[config.mk]
export PLATFORM = sky130hd
export DESIGN_NAME = cabps_blend
export DESIGN_NICKNAME = d
export VERILOG_FILES = /design/src/rtl/cabps_pkg.sv /design/src/rtl/cabps_blend.sv
export SDC_FILE = /design/constraint.sdc
export NUM_CORES = 1
export LEC_CHECK = 0
export BUFFER_PORTS_ARGS = -buffer_cell sky130_fd_sc_hd__clkbuf_2
export CAP_MARGIN = 20
export CORE_AREA = 2 2 214 216
export DETAILED_ROUTE_END_ITERATION = 10
export DIE_AREA = 0 0 216 218
export PLACE_DENSITY = 0.65
export SYNTH_ARGS = -nofsm -noshare
export SYNTH_HDL_FRONTEND = slang
export SYNTH_SLANG_ARGS = --single-unit
[constraint.sdc]
create_clock -name aclk -period 11.7 [get_ports aclk]
set_input_delay 1.755 -clock aclk [delete_from_list [all_inputs] [get_ports aclk]]
set_output_delay 1.755 -clock aclk [all_outputs]
set_load 0.03 [all_outputs]
[src/rtl/cabps_pkg.sv]
package cabps_pkg;

    localparam int MAX_WIDTH_DEF  = 256;
    localparam int MAX_HEIGHT_DEF = 256;

    localparam int CFG_WIDTH  = 9;
    localparam int CFG_IDX_W  = 1;
    localparam int COORD_W    = 16;
    localparam int PIXEL_W    = 32;
    localparam int STATUS_W   = 2;
    localparam int S_DATA_W   = 64;
    localparam int M_DATA_W   = 40;

    // register indexes
    localparam logic [CFG_IDX_W-1:0] REG_CANVAS_WIDTH  = 1'b0;
    localparam logic [CFG_IDX_W-1:0] REG_CANVAS_HEIGHT = 1'b1;

    localparam logic [CFG_WIDTH-1:0] CANVAS_RESET = 9'd256;

    // item kinds
    localparam logic ACTION_DRAW = 1'b0;
    localparam logic ACTION_READ = 1'b1;

    // result codes
    localparam logic [STATUS_W-1:0] STATUS_DONE = 2'd0;
    localparam logic [STATUS_W-1:0] STATUS_OOB  = 2'd1;
    localparam logic [STATUS_W-1:0] STATUS_SKIP = 2'd2;

    localparam logic [7:0] ALPHA_CLEAR  = 8'h00;
    localparam logic [7:0] ALPHA_OPAQUE = 8'hFF;

    // floor(x / 255), exact for x up to 255*255
    function automatic logic [7:0] div255(input logic [15:0] x);
        logic [16:0] t;
        t = {1'b0, x} + {9'd0, x[15:8]} + 17'd1;
        return t[15:8];
    endfunction

endpackage

[src/rtl/cabps_blend.sv]
module cabps_blend
    import cabps_pkg::*;
(
    input  logic               aclk,
    input  logic               load,
    input  logic [PIXEL_W-1:0] old_pixel,
    input  logic [PIXEL_W-1:0] new_pixel,
    output logic [PIXEL_W-1:0] blend_pixel
);

    // per channel: old*(255-a) and new*a, summed and divided next cycle
    logic [15:0] p_old_reg [3];
    logic [15:0] p_new_reg [3];
    logic [7:0]  alpha_reg;
    logic [7:0]  alpha;
    logic [7:0]  inv_alpha;
    logic [7:0]  chan [3];

    assign alpha     = new_pixel[31:24];
    assign inv_alpha = ALPHA_OPAQUE - alpha;

    always_ff @(posedge aclk) begin
        if (load) begin
            alpha_reg <= alpha;
            for (int c = 0; c < 3; c++) begin
                p_old_reg[c] <= old_pixel[8*c +: 8] * inv_alpha;
                p_new_reg[c] <= new_pixel[8*c +: 8] * alpha;
            end
        end
    end

    always_comb begin
        for (int c = 0; c < 3; c++) begin
            chan[c] = div255(p_old_reg[c] + p_new_reg[c]);
        end
    end

    assign blend_pixel = {alpha_reg, chan[2], chan[1], chan[0]};

endmodule

==> flow_summary.toml <==
[run_status]
status = "completed"

[logic_synthesis]
ys_types = 72
synth_area_mm2 = 0.0187
ys_seq_elements = 104
avgSynthCellArea_um2 = 9.53
synth_ff_type = "edfxtp_1"
netlist_top_cells_area = "fa_1 23%, ha_1 19%, edfxtp_1 17%"
netlist_top_cells_count = "334 x inv_1, 282 x ha_1, 219 x fa_1"
ys_async_sr_fraction = 0
syn-num-nets = 2525
yosys.area.top_type_share = 0.235
ys_warn_count = 0
synth.most_common_cell = "inv_1"
synth_edf_count = 104
syn_inst = 1958
yosysSeqAreaShare = 0.167
synth_area_leader_cell = "fa_1"

[placed_design]
port_buffers = 89
place.gp.congestion = 0.835
dp.cells = 2612
dp_hpwl_um = 30400

[sta]
max_slew_margin = 0.345
finalSetupViolCount = 0
timing.hold.ws_ps = 1810
timing.final.crit_share = 0.566
fin_setup_tns_ps = 0
max_slew.worst_pin.slew_ps = 982
period_minus_slack_ps = 6620
final_max_slew_viol_count = 0
rsz0062_at_grt = "false"
fmax_mhz = 151
hold_viol_final = 0

[setup_path]
startpoint = "p_new_reg[0][8]"
crit_path_start_kind = "flop"
critPathKind = "flop to output pin"
arrival_ps = 4860
required_ps = 9950
worst_setup_path_end_kind = "output pin"
crit_fanout = 5

[global_routing]
grt_pass1_wl_um = 68600
antenna_found_initial = 0
grt-ovfl-total = 0
grt_pass1_vias = 14300
grt_max_degree = 74
grt_use_total = 0.178

[clock_tree]
cts_sinks = 104
cts_root_buf = "clkbuf_16"
cts_tree = "built"
cts_inserted_buffers = 9
cts_setup_buffers = 0
cts_hold_buf = 0
cts_resized = 0
clock_path_buffers = 2
path_clk_slew_ps = 70
h-tree-depth = 3

[power_and_ir_drop]
power.density_mw_per_mm2 = 277
internal-power_uw = 2570
p_clk_frac = 0.057
power.switching_uw = 2990
peakVddDrop_mv = 0.495
p_seq_frac = 0.124
switching_share = 0.537
power_frac_comb = 0.819
cellLeakagePower_uw = 0.00965

[drt]
wl_um = 38900
drc_errors = 0
ant_nets = 0
avgRoutedWirePerCell_um = 14.8
dr.pass1.iters = 5
drt_iter0_drc = 570
dr_total_vias = 13400
via_per_inst = 5.09

[cells_and_area]
diodes = 0
fin_nets = 2590
areaGrowthSynthToFinish_pct = 7.52
stdcell_count = 2628
drive_gt1_frac = 0.0690
num-fill-cells = 4297

[hold_path]
worstHoldPathCells = 2
min_to = "p_new_reg[0][0]"
hold_class = "input pin to flop"
hp-start = "new_pixel[0]"

[floorplanning]
num_rows = 78
die-area_mm2 = 0.0471
dieHeight_um = 218
ios = 98
die_x_um = 216
core_area_mm2 = 0.0449
initial_core_util = 0.416

[flow_run]
max_cap_violations = 0
metrics by stage:
step / worst slack, ps / util / instance area [µm²] / total power [µW]
2_1_floorplan: 5630 / - / 18700 / 4200
4_1_cts: 5080 / 0.447 / 20100 / 5600
3_5_place_dp: 5340 / 0.440 / 19800 / 5230
6_report: 5080 / 0.447 / 20100 / 5560
5_1_grt: 4680 / 0.447 / 20100 / 6130
3_3_place_gp: 5320 / 0.440 / 19800 / 5120
power by group through the flow:
stage	clock network [µW]	registers [µW]	logic [µW]
finish	318	688	4550
global route	341	699	5100
CTS	329	688	4580
detailed placement	0	692	4540
global placement	0	696	4420
floorplan	0	675	3520
worst max-delay path by stage:
stage / endpoint / slack, ps / cells past startpoint
after global placement: p_old_reg[0][15] / 5320 / 17
after detailed placement: p_old_reg[0][31] / 5340 / 18
after global routing: blend_pixel[7] / 4680 / 17
after CTS: blend_pixel[7] / 5080 / 18
after floorplan: p_old_reg[0][31] / 5630 / 18
final: blend_pixel[7] / 5080 / 18
logic make-up after synthesis:
| group | Yosys count | synth area share |
|---|---|---|
| flops | 104 | 0.167 |
| simple gates | 606 | 0.183 |
| buf+inv | 378 | 0.0764 |
| mux | 1 | 0.000603 |
| fa+ha+maj | 501 | 0.424 |
| xor+xnor | 130 | 0.0610 |
| compound gates | 238 | 0.0875 |
placed cells by master (no fill, tap or decap), types with 46 or more instances in the layout:
master,n
a21oi_1,80
and2_1,154
clkbuf_2,88
edfxtp_1,104
fa_1,219
ha_1,282
inv_1,334
nand2_1,92
nand2b_1,46
nor2b_1,177
xnor2_1,100
critical path, cell delays in order, from the launching register on:
cell and delay (ps):
edfxtp_1 370, ha_1 360, a21o_1 240, or4_1 400, a21oi_1 210, nor2_1 110, a211o_1 290, a21oi_1 180
xnor2_1 150, ha_1 340, nand2_1 60, a211o_1 250, a2bb2oi_1 230, o2111a_1 290, nand3_1 120, and4bb_1 360
nand3_1 110, xnor2_1 190, clkbuf_2 230
layout make-up:
| class | instances | area, µm² | share of cell area |
|---|---|---|---|
| clock buffers | 9 | 225 | 0.0112 |
| clock inverters | 7 | 83.8 | 0.00418 |
| inverters | 334 | 1250 | 0.0625 |
| multi-input cells | 1476 | 14100 | 0.703 |
| flip-flops and latches | 104 | 3120 | 0.156 |
| well taps | 600 | 751 | 0.0374 |
| repair buffers | 98 | 515 | 0.0257 |
routing by layer:
metal | wire (µm) | global-route usage | up-vias
met4 | 620 | 0.0516 | 0
met2 | 19900 | 0.326 | 166
met5 | 0 | 0 | -
li1 | - | - | 6499
met1 | 17500 | 0.222 | 6670
met3 | 832 | 0.0151 | 35
Note: power is estimated with default switching activity, not from simulation.
